$ cat src/fniw_pkg.sv
// ----------------------------------------------------------------------------
// fniw_pkg
// Shared constants and types for the first-negative-in-window block.
// ----------------------------------------------------------------------------
package fniw_pkg;

    localparam int DEF_MAX_WINDOW  = 256;
    localparam int DEF_SAMPLE_BITS = 32;

    localparam int WINDOW_W   = 9;
    localparam int CFG_DATA_W = 32;
    localparam int PADDR_W    = 3;
    localparam int REG_SEL_LSB = 2;

    localparam logic [WINDOW_W-1:0] WINDOW_RESET = 9'd1;

    typedef enum logic [0:0] {
        REG_WINDOW_SIZE = 1'b0
    } reg_idx_t;

    typedef struct packed {
        logic valid;
        logic found;
    } res_ctrl_t;

endpackage

$ cat src/fniw_skid.sv
// ----------------------------------------------------------------------------
// fniw_skid
// Two-entry output buffer: output register plus one skid entry.
// ----------------------------------------------------------------------------
module fniw_skid #(
    parameter int SAMPLE_BITS = fniw_pkg::DEF_SAMPLE_BITS
) (
    input  logic                          clk,
    input  logic                          rst_n,
    input  fniw_pkg::res_ctrl_t           in_ctrl,
    input  logic signed [SAMPLE_BITS-1:0] in_value,
    output logic                          in_ready,
    output logic                          out_valid,
    input  logic                          out_ready,
    output logic signed [SAMPLE_BITS-1:0] out_value,
    output logic                          out_found
);

    logic                          main_v_reg, main_v_next;
    logic                          skid_v_reg, skid_v_next;
    logic signed [SAMPLE_BITS-1:0] main_val_reg, skid_val_reg;
    logic                          main_fnd_reg, skid_fnd_reg;
    logic                          take;
    logic                          load_main;
    logic                          load_skid;
    logic                          move_skid;

    always_comb
    begin
        take        = main_v_reg && out_ready;
        main_v_next = main_v_reg;
        skid_v_next = skid_v_reg;
        load_main   = 1'b0;
        load_skid   = 1'b0;
        move_skid   = 1'b0;
        priority if (skid_v_reg)
        begin
            if (take)
            begin
                move_skid   = 1'b1;
                skid_v_next = 1'b0;
            end
        end
        else if (in_ctrl.valid && main_v_reg && !take)
        begin
            load_skid   = 1'b1;
            skid_v_next = 1'b1;
        end
        else if (in_ctrl.valid)
        begin
            load_main   = 1'b1;
            main_v_next = 1'b1;
        end
        else if (take)
        begin
            main_v_next = 1'b0;
        end
    end

    always_ff @(posedge clk or negedge rst_n)
    begin
        if (!rst_n)
        begin
            main_v_reg <= 1'b0;
            skid_v_reg <= 1'b0;
        end
        else
        begin
            main_v_reg <= main_v_next;
            skid_v_reg <= skid_v_next;
        end
    end

    always_ff @(posedge clk)
    begin
        if (move_skid)
        begin
            main_val_reg <= skid_val_reg;
            main_fnd_reg <= skid_fnd_reg;
        end
        else if (load_main)
        begin
            main_val_reg <= in_value;
            main_fnd_reg <= in_ctrl.found;
        end
        if (load_skid)
        begin
            skid_val_reg <= in_value;
            skid_fnd_reg <= in_ctrl.found;
        end
    end

    assign in_ready  = !skid_v_reg;
    assign out_valid = main_v_reg;
    assign out_value = main_val_reg;
    assign out_found = main_fnd_reg;

endmodule

$ cat config.mk
export PLATFORM = sky130hd
export DESIGN_NAME = fniw_skid
export DESIGN_NICKNAME = d
export VERILOG_FILES = /design/src/fniw_pkg.sv /design/src/fniw_skid.sv
export SDC_FILE = /design/constraint.sdc
export NUM_CORES = 1
export LEC_CHECK = 0
export ABC_AREA = 0
export ABC_CLOCK_PERIOD_IN_PS = 5600
export BUFFER_PORTS_ARGS = -buffer_cell sky130_fd_sc_hd__buf_2
export CORE_MARGIN = 10
export CORE_UTILIZATION = 29
export DETAILED_ROUTE_END_ITERATION = 10
export GPL_TIMING_DRIVEN = 0
export SLEW_MARGIN = 5
export SYNTH_ARGS = -nofsm -noshare
export SYNTH_HDL_FRONTEND = slang
export SYNTH_SLANG_ARGS = --single-unit
$ cat constraint.sdc
create_clock -name clk -period 5.6 [get_ports clk]
set_input_delay 1.12 -clock clk [delete_from_list [all_inputs] [get_ports clk]]
set_output_delay 1.12 -clock clk [all_outputs]
set_load 0.02 [all_outputs]
== Word-level counts from Yosys, hierarchy flattened ==
Index checks and enable logic that the tools add are counted.
Storage, ports and cells
  bits in registers: 68
  latch bits: 0
  bits in writable memories: 0
  bits in read-only memories: 0
  input bits: 37
  logic and storage cells: 31
  memories kept: 0
Cells by class
  add/sub/neg operators: 0
  multipliers: 0
  divide/modulo/power cells: 0
  order comparisons: 0
  equality and inequality tests: 0
  shift-type cells: 0
  muxes and demuxes: 15
  bitwise logic cells: 2
  reductions and logical operators: 8
Operator list (count)
  32-bit 2-to-1 mux: 2
  1-bit 2-to-1 mux: 13
  2-bit nonzero test: 2
  1-bit logical AND: 3
  3-bit AND reduction: 1
  1-bit zero test: 2
  1-bit inverter: 2

== Longest topological paths before layout ==
Gate-level depths: netlist (run 1).
  depth after elaboration: 7
  gate-level depth with buffers: 3
  depth with buffers taken out: 2

== Worst setup path after synthesis (run 1) ==
OpenSTA, ideal clock, no wires.
  path type: input to register
  start: in in_ctrl[1] in the netlist's numbering
  end: reg skid_fnd_reg (enable)
  library setup time: 464 ps
  arrival: 3466 ps
  setup slack: 1670 ps
  cell stages on the path: 2
  buffers on the path: 0
  path through: nand2b_1 > nor3_1
Between the ends
  word-level cells in the longest chain between the ends: 4
RTL lines
  start, declared: RTL line fniw_skid.sv:10  | input fniw_pkg::res_ctrl_t in_ctrl,
  1-bit logical AND (2 in a row): RTL line fniw_skid.sv:44  | else if (in_ctrl.valid && main_v_reg && !take)
  1-bit 2-to-1 mux: RTL line fniw_skid.sv:44
  1-bit 2-to-1 mux: RTL line fniw_skid.sv:36  | priority if (skid_v_reg)
  via load_skid: RTL line fniw_skid.sv:25  | logic load_skid;
  end signal, assigned: RTL line fniw_skid.sv:89  | skid_fnd_reg <= in_ctrl.found;
  end, declared: RTL line fniw_skid.sv:22  | logic main_fnd_reg, skid_fnd_reg;
The timed path passes the listed nets, and every way through them passes these cells.
A chain may end at the register's enable or synchronous reset.

== Final worst setup path (run 1) ==
  start: in in_ctrl[1] in the netlist's numbering
  end: reg skid_val_reg[10] (enable)
Between the ends
  word-level cells in the longest chain between the ends: 4
RTL lines
  1-bit logical AND (2 in a row): RTL line fniw_skid.sv:44
  1-bit 2-to-1 mux: RTL line fniw_skid.sv:44
  1-bit 2-to-1 mux: RTL line fniw_skid.sv:36
  via load_skid: RTL line fniw_skid.sv:25
  end signal, assigned: RTL line fniw_skid.sv:88  | skid_val_reg <= in_value;
  end, declared: RTL line fniw_skid.sv:21  | logic signed [SAMPLE_BITS-1:0] main_val_reg, skid_val_reg;
The timed path passes the listed nets, and every way through them passes these cells.

==> flow_summary.json, run 1 <==
{
  "status": "complete, no violations",
  "yosys.area.top_type": "edfxtp_1",
  "cp_cell_sequence": "buf_2 -> nand2b_1 -> nor3_2 -> buf_6 -> buf_4",
  "hold_path.class": "flip-flop to flip-flop",
  "worstSetupPathType": "primary input to flip-flop",
  "area_growth_pct": 27.7,
  "synth_fp_nets": 152,
  "worstMarginPinSlew_ns": 0.611,
  "wl_per_cell_um": 16.7,
  "grt_pass1_vias": 1392,
  "vdd_drop_max_uv": 132,
  "fin_crit_ns": 2.25,
  "hold_start": "skid_val_reg[2]",
  "root_buffer": "clkbuf_8",
  "max_cap_violations": 0,
  "place.gp.congestion": 0.741,
  "whs_ns": 0.548,
  "num_rows": 34,
  "regToRegEndpoint": "skid_val_reg[10]",
  "netlist_area_sq_um": 2620,
  "powerDensity_nw_per_um2": 470,
  "drc": 0,
  "grt_max_degree": 24,
  "diodes": 0,
  "ctsHoldBuffers": 0,
  "reg2reg_slack_ns": 3.65,
  "fmax_mhz": 445,
  "cts_sinks": 68,
  "rsz0062_at_grt": "false",
  "finalSetupTns_ns": 0,
  "initial_utilization_pct": 29.9,
  "slew_headroom_pct": 59.0,
  "viasPerCell": 4.19,
  "critPathCaptureType": "flip-flop",
  "timing.rr.start": "skid_v_reg",
  "skew_ns": 0.00741,
  "drive_gt1_share_pct": 62.0,
  "slew_viol_final": 0,
  "yosys.area.top_type_share_pct": 75.6,
  "first_pass_iters": 5,
  "core_area_sq_um": 8760,
  "worst-path-stages": 5,
  "drt_iter0_markers": 49,
  "cts.clk_slew.worst_paths_ns": 0.07,
  "fin_nets": 238,
  "h-tree-depth": 3,
  "clock_latency_ns": 0.33,
  "seq_area_frac_synth_pct": 77.5,
  "setup_viol": 0,
  "synth.area.top_cells": "edfxtp_1, mux2_4, dfrtp_1",
  "dp_hpwl_um": 4040,
  "arrival_ns": 2.29,
  "cts_setup_buffers": 0,
  "required_ns": 5.64,
  "ys_types": 14,
  "crit_family": "simple AND/OR/NAND/NOR gates",
  "grt_pass1_wl_um": 7670,
  "cpPeakStageDelay_ns": 0.49,
  "cts_made_buffers": 9,
  "cts_tree": "built",
  "top_layer": "met4",
  "reg2regPathDepth": 4,
  "netlist_instances": 115,
  "fin_crit_sh_pct": 40.2,
  "antenna_found_initial": 0,
  "setup.worst_path.start_class": "primary input",
  "grtUsageTotal_pct": 7.80,
  "die_h_um": 115,
  "route.met3.wl_um": 398,
  "syn_avg_cell_area_sq_um": 22.8,
  "met1_length_um": 2210,
  "die-area_sq_um": 13200,
  "vias": 1311,
  "die_x_um": 115,
  "wirelength_um": 5240,
  "cp_num_buf_inv": 3,
  "grt-ovfl-total": 0,
  "cp_slowest_cell": "nor3_2",
  "crit_fanout": 11,
  "cts-resized-gates": 0,
  "wl_met2_um": 2500,
  "io_buffers": 71,
  "whs_endpoint": "out_value[2]",
  "leakagePower_uw": 0.00137,
  "postRouteAntennaNets": 0,
  "synth_warnings": 0,
  "holdPathStages": 1,
  "io_pins": 72,
  "final_hold_viol_count": 0,
  "cts_buffer_depth": 2,
  "synth_seq_cells": 68
}
[report_power, final]
group	total, uW	leakage, uW	switching (uW)	internal [uW]
Clock	329	0.0000760	176	153
Combinational	487	0.000654	288	199
Sequential	758	0.000638	40.0	718
[routing by layer]
layer	global-route usage (%)	vias up
met1	8.91	619
met4	5.28	0
met5	0	-
li1	-	626
met2	11.9	55
met3	2.92	11
[kinds of logic (layout without fill, tap and decap cells)]
family                 Yosys count  count (layout)  synth area share (%)
flip-flops                      68              68                  77.5
multiplexers                    33              33                  18.5
AND/OR/NAND/NOR                  5               5                  1.53
buffers and inverters            5              95                  1.58
AO/OA/AOI/OAI                    4               4                 0.907
[worst max path at each step]
stage / from / slack [ns] / to
after floorplan: in_ctrl[1] / 1.67 / skid_fnd_reg
after global placement: out_ready / 0.45 / skid_val_reg[10]
after detailed placement: in_ctrl[1] / 2.96 / skid_val_reg[18]
after CTS: in_ctrl[1] / 3.32 / skid_val_reg[10]
after global routing: in_ctrl[1] / 3.27 / skid_val_reg[9]
final: in_ctrl[1] / 3.35 / skid_val_reg[10]
[Yosys cell counts]
library cell / instances
nand3_4: 1
mux2_4: 30
inv_1: 2
a21oi_1: 2
and2b_1: 1
nor3_1: 1
nand2b_1: 1
a2bb2oi_1: 1
edfxtp_1: 66
mux2_2: 3
o21ai_0: 1
nand2_1: 1
buf_6: 3
dfrtp_1: 2
[layout by cell type (no fill, tap or decap)]
cell,count
a21oi_1,2
a2bb2oi_4,1
and2b_1,1
buf_16,1
buf_2,71
buf_4,1
buf_6,5
clkbuf_8,9
clkinv_1,2
clkinv_2,2
clkinvlp_4,2
dfrtp_1,2
edfxtp_1,66
inv_1,2
mux2_2,3
mux2_4,30
nand2_1,1
nand2b_1,1
nand3_4,1
nor3_2,1
o21ai_0,1
[stage by stage]
| stage | std cells | total power, uW | setup slack, ns | area (sq um) | util [%] |
|---|---|---|---|---|---|
| 2_1_floorplan | 115 | 1080 | 1.67 | 2620 | - |
| 3_3_place_gp | 294 | 1230 | 0.454 | 3110 | 35.5 |
| 3_5_place_dp | 298 | 1270 | 2.96 | 3190 | 36.4 |
| 4_1_cts | 313 | 1600 | 3.32 | 3350 | 38.2 |
| 5_1_grt | 313 | 1650 | 3.27 | 3350 | 38.2 |
| 6_report | 313 | 1570 | 3.35 | 3350 | 38.2 |
[layout make-up]
cell class                      instances  area, sq um
Inverter                                2         7.51
Sequential cell                        68         2030
Timing Repair Buffer                   75          413
Clock buffer                            9          124
Tap cell                              108          135
Clock inverter                          6         32.5
Buffer                                  3         33.8
Multi-Input combinational cell         42          571
Fill cell                             823         5420
[worst register-to-register path: stages (launching register included)]
cell      delay, ns
dfrtp_1        0.46
nand2b_1       0.25
nor3_2         0.50
buf_6          0.25
buf_4          0.20
(Power assumes the default switching activity.)
==> inputs of run 2 (changes only) <==
- ABC_AREA: 0 -> 1
- ABC_CLOCK_PERIOD_IN_PS: 5600 -> 2150
- clock period: 5.6 -> 2.15 ns (I/O delays scaled with it)
==> flow_summary.json, run 2 <==
{
  "status": "complete, no violations",
  "diodes": 0,
  "whs_endpoint": "skid_val_reg[21]",
  "finalPower_uw": 2380,
  "synth_fp_nets": 232,
  "io_pins": 72,
  "netlist_area_sq_um": 2680,
  "syn_avg_cell_area_sq_um": 13.8,
  "final_common_cell": "buf_2",
  "die_h_um": 116,
  "cts_buffer_depth": 2,
  "grt_pass1_vias": 1972,
  "netlist_instances": 195,
  "fin_nets": 316,
  "die-area_sq_um": 13500,
  "slew_viol_final": 0,
  "required_ns": 2.19,
  "yosys.area.top_type_share_pct": 73.9,
  "layout_common_cells": "buf_2, nand2_1, edfxtp_1, nand4_1, clkbuf_8",
  "arrival_ns": 1.99,
  "viasPerCell": 4.56,
  "synth_edf_count": 66,
  "skew_ns": 0.00971,
  "synth_warnings": 0,
  "wl_per_cell_um": 16.8,
  "final_hold_viol_count": 0,
  "ys_types": 13,
  "cts_setup_buffers": 0,
  "drive_gt1_share_pct": 35.7,
  "ys_top_cells_by_count": "nand2_1, edfxtp_1, nand4_1",
  "core_area_sq_um": 9110,
  "num_rows": 35,
  "cts_made_buffers": 9,
  "ys.flop_type": "edfxtp_1",
  "vias": 1797,
  "dp_hpwl_um": 4760,
  "wirelength_um": 6600,
  "setup_viol": 0,
  "whs_ns": 0.289,
  "cts_tree": "built",
  "initial_utilization_pct": 29.5,
  "hold_path.class": "primary input to flip-flop",
  "cp_num_buf_inv": 4,
  "grt_pass1_wl_um": 10200,
  "cpPeakStageDelay_ns": 0.50,
  "synth_seq_cells": 68,
  "cts.clk_slew.worst_paths_ns": 0.07,
  "synth.area.top_cells": "edfxtp_1, nand2_1, nand4_1",
  "powerDensity_nw_per_um2": 707,
  "seq_area_frac_synth_pct": 75.7,
  "drc": 0,
  "cts_sinks": 68,
  "setup.worst_path.start_class": "flip-flop",
  "timing.rr.start": "skid_v_reg",
  "reg2reg_slack_ns": 0.20,
  "yosysMostFrequentCell": "nand2_1",
  "holdPathStages": 1,
  "rsz0062_at_grt": "false",
  "die_x_um": 116,
  "crit_family": "buffers and inverters",
  "clock_latency_ns": 0.33,
  "grtUsageTotal_pct": 9.94,
  "fin_crit_ns": 1.95,
  "first_pass_iters": 4,
  "drt_iter0_markers": 80,
  "worstMarginPinSlew_ns": 0.845,
  "h-tree-depth": 3,
  "cp_common_cell": "buf_8",
  "leakagePower_uw": 0.00138,
  "fmax_mhz": 513,
  "timing.final.ws_setup_ns": 0.201,
  "cp_slowest_cell": "nor3_4",
  "hold_start": "in_value[21]",
  "slew_headroom_pct": 43.4,
  "postRouteAntennaNets": 0,
  "root_buffer": "clkbuf_8",
  "fin_crit_sh_pct": 90.7,
  "reg2regPathDepth": 5,
  "antenna_found_initial": 0,
  "vdd_drop_max_uv": 277,
  "grt_max_degree": 34,
  "critPathCaptureType": "flip-flop",
  "io_buffers": 70,
  "grt-ovfl-total": 0,
  "synthArstFlopShare_pct": 2.94,
  "crit_fanout": 14,
  "place.gp.congestion": 0.718,
  "regToRegEndpoint": "skid_val_reg[12]",
  "yosys.area.top_type": "edfxtp_1",
  "cp_cell_sequence": "buf_4 -> buf_2 -> nor3_4 -> buf_8 -> buf_8",
  "max_cap_violations": 0,
  "area_growth_pct": 25.6,
  "dp_slack_ns": 0.130,
  "worstSetupPathType": "flip-flop to flip-flop"
}
==> run 2: changes by cell type after synthesis, sizes merged <==
cell and delta:
mux2 -33, nand3 +1, and2b -1, a2bb2oi -1, a21oi -1, buf +12
nand2b -1, nand4 +33, inv +1, nand2 +70
==> run 2: cell families after synthesis <==
logic type | synth area share (%)
AO/OA/AOI/OAI | 0.373
flip-flops | 75.7
AND/OR/NAND/NOR | 18.8
buffers and inverters | 5.04
==> run 2: area by class of cell <==
class                      instances  area, sq um
fill                             902         5740
tap                              111          139
multi-input combinational        109          524
inverter                           3         11.3
clock buffer                      11          131
buffer                            15          124
sequential                        68         2030
clock inverter                     4         17.5
timing repair buffer              73          390
==> run 2: layer usage <==
| metal | vias up | global-route usage [%] | routed length (um) |
|---|---|---|---|
| met1 | 850 | 12.1 | 2960 |
| li1 | 880 | - | - |
| met4 | 0 | 3.34 | 92 |
| met3 | 11 | 4.47 | 466 |
| met5 | - | 0 | 0 |
| met2 | 56 | 15.3 | 3090 |
==> run 2: how the worst max path moves through the flow <==
stage                    start               end  slack, ns  cells past startpoint
global placement     out_ready     out_value[12]      -0.35                      4
finish              skid_v_reg  skid_val_reg[12]       0.20                      5
floorplan            out_valid      skid_fnd_reg        0.1                      3
detailed placement   out_ready     out_value[14]       0.13                      4
CTS                 skid_v_reg  skid_val_reg[12]       0.16                      5
global route        skid_v_reg   skid_val_reg[0]       0.09                      5
==> run 2: metrics by stage <==
step	cell area (sq um)	std cells	TNS (ns)	util, %
after floorplan	2690	195	0	-
after global placement	3180	376	-21.87	34.9
after detailed placement	3210	378	0	35.2
after CTS	3370	394	0	37.0
after global routing	3370	394	0	37.0
final	3370	394	0	37.0
==> run 2: what timing repair did <==
item | 4_1_cts | 5_1_grt
hold buffers | 1 | 0
endpoints found under the hold margin | 2 | 0
gates resized for setup | 0 | 0
==> run 2: report_power, final <==
group,switching [uW],internal [uW]
Sequential,0,1450
Combinational,46.3,41.0
Clock,444,401
Total,490,1890
==> inputs of run 3 (changes only) <==
- ABC_CLOCK_PERIOD_IN_PS: 2150 -> 2200
- CORE_UTILIZATION: 29 -> 52
- PLACE_DENSITY: unset -> 0.79
- clock period: 2.15 -> 2.2 ns (I/O delays scaled with it)
==> flow_summary.json, run 3 (synthesis gave the netlist of run 2 again) <==
{
  "seqPwrFrac_pct": 61.1,
  "place.gp.congestion": 0.768,
  "die-area_sq_um": 8430,
  "arrival_ns": 2.02,
  "core_area_sq_um": 5040,
  "skew_ns": 0.00409,
  "die_x_um": 91.8,
  "finalPower_uw": 2320,
  "fin_nets": 315,
  "grtUsageTotal_pct": 13.5,
  "clock_latency_ns": 0.33,
  "viasPerCell": 5.12,
  "crit_fanout": 20,
  "final_hold_viol_count": 0,
  "worstMarginPinSlew_ns": 0.805,
  "max_cap_violations": 0,
  "multi_input_area_sq_um": 524,
  "wl_per_cell_um": 16.0,
  "vias": 1801,
  "fin_crit_sh_pct": 90.3,
  "drive_gt1_share_pct": 35.8,
  "num_rows": 26,
  "rsz0062_at_grt": "false",
  "seq_area_sq_um": 2030,
  "p_int_uw": 1860,
  "grt_pass1_vias": 1848,
  "fmax_mhz": 504,
  "powerDensity_nw_per_um2": 700,
  "cts_tree": "built",
  "cts_made_buffers": 9,
  "required_ns": 2.24,
  "grt_pass1_wl_um": 8910,
  "p_sw_share_pct": 20.0,
  "worstSetupPathType": "flip-flop to flip-flop",
  "critPathCaptureType": "flip-flop",
  "diodes": 0,
  "setup.worst_path.start_class": "flip-flop",
  "io_buffers": 70,
  "drc": 0,
  "leakagePower_uw": 0.00138,
  "dp_hpwl_um": 3900,
  "grt_max_degree": 34,
  "layout_common_cells": "buf_2, nand2_1, edfxtp_1, nand4_1, clkbuf_8",
  "wirelength_um": 5630,
  "h-tree-depth": 3,
  "first_pass_iters": 4,
  "initial_utilization_pct": 53.2,
  "filler_cell_count": 389,
  "status": "complete, no violations",
  "antenna_found_initial": 0,
  "cts_sinks": 68,
  "hold_path.class": "primary input to flip-flop",
  "setup_viol": 0,
  "cts.clk_slew.worst_paths_ns": 0.07,
  "cts_setup_buffers": 0,
  "drt_iter0_markers": 108,
  "cts_buffer_depth": 2,
  "finalSetupTns_ns": 0,
  "grt-ovfl-total": 0,
  "io_pins": 72,
  "vdd_drop_max_uv": 534,
  "comb_power_share_pct": 3.6,
  "switchingPower_uw": 464,
  "final_common_cell": "buf_2",
  "die_h_um": 91.8,
  "slew_headroom_pct": 46.2,
  "fin_crit_ns": 1.99,
  "design_area_sq_um": 3320,
  "pwr-share-clk_pct": 35.3,
  "root_buffer": "clkbuf_8",
  "place_area_sq_um": 3150,
  "slew_viol_final": 0,
  "area_growth_pct": 23.6,
  "postRouteAntennaNets": 0
}
## run 3: power by group through the flow
stage / Combinational (uW) / Clock (uW) / Sequential, uW
3_3_place_gp: 77.8 / 0 / 1450
4_1_cts: 83.8 / 840 / 1420
3_5_place_dp: 82.0 / 0 / 1450
6_report: 82.9 / 819 / 1420
5_1_grt: 94.7 / 900 / 1420
2_1_floorplan: 35.6 / 0 / 1450
## run 3: worst paths after layout
path	depth (start not counted)	endpoint	slack (ns)	start
min	1	skid_val_reg[16]	0.29	in_value[16]
min in group asynchronous	2	out_valid	0.44	rst_n
max reg2reg	4	skid_val_reg[25]	0.21	skid_v_reg
max	4	skid_val_reg[25]	0.21	skid_v_reg
max in group asynchronous	2	skid_v_reg	1.67	rst_n
min reg2reg	2	out_value[9]	0.55	skid_val_reg[9]
## run 3: worst max-delay path, cell delays in order, from the launching register on
cell and delay, ns:
dfrtp_1 0.36, buf_4 0.17, buf_2 0.20, nor3_4 0.71, buf_16 0.24
## run 3: repair_timing
action | CTS | global route
endpoints found under the setup margin | 33 | 0
gates resized for setup | 1 | 0
hold buffers | 1 | 0
endpoints found under the hold margin | 2 | 0
## run 3: area by class of cell
| type | instances | share of cell area, % |
|---|---|---|
| Clock buffer | 12 | 4.07 |
| Timing Repair Buffer | 72 | 11.7 |
| Sequential cell | 68 | 61.3 |
| Tap cell | 70 | 2.64 |
| Buffer | 15 | 3.73 |
| Inverter | 3 | 0.339 |
| Clock inverter | 3 | 0.453 |
| Multi-Input combinational cell | 109 | 15.8 |
## run 3: per-layer routing
metal	track usage (%)	part of all wire, %
met5	0	0
met4	5.01	1.3
met3	5.87	8.0
met2	22.9	51
met1	14.7	39
## run 3: through the flow
stage	std cells	setup WS, ns	util (%)	hold slack, ns
finish	352	0.214	65.8	0.294
global route	352	0.0999	65.8	0.281
CTS	352	0.188	65.8	0.283
detailed placement	336	-0.190	62.6	0.227
global placement	335	-0.164	62.0	0.227
floorplan	195	0.149	-	0.144
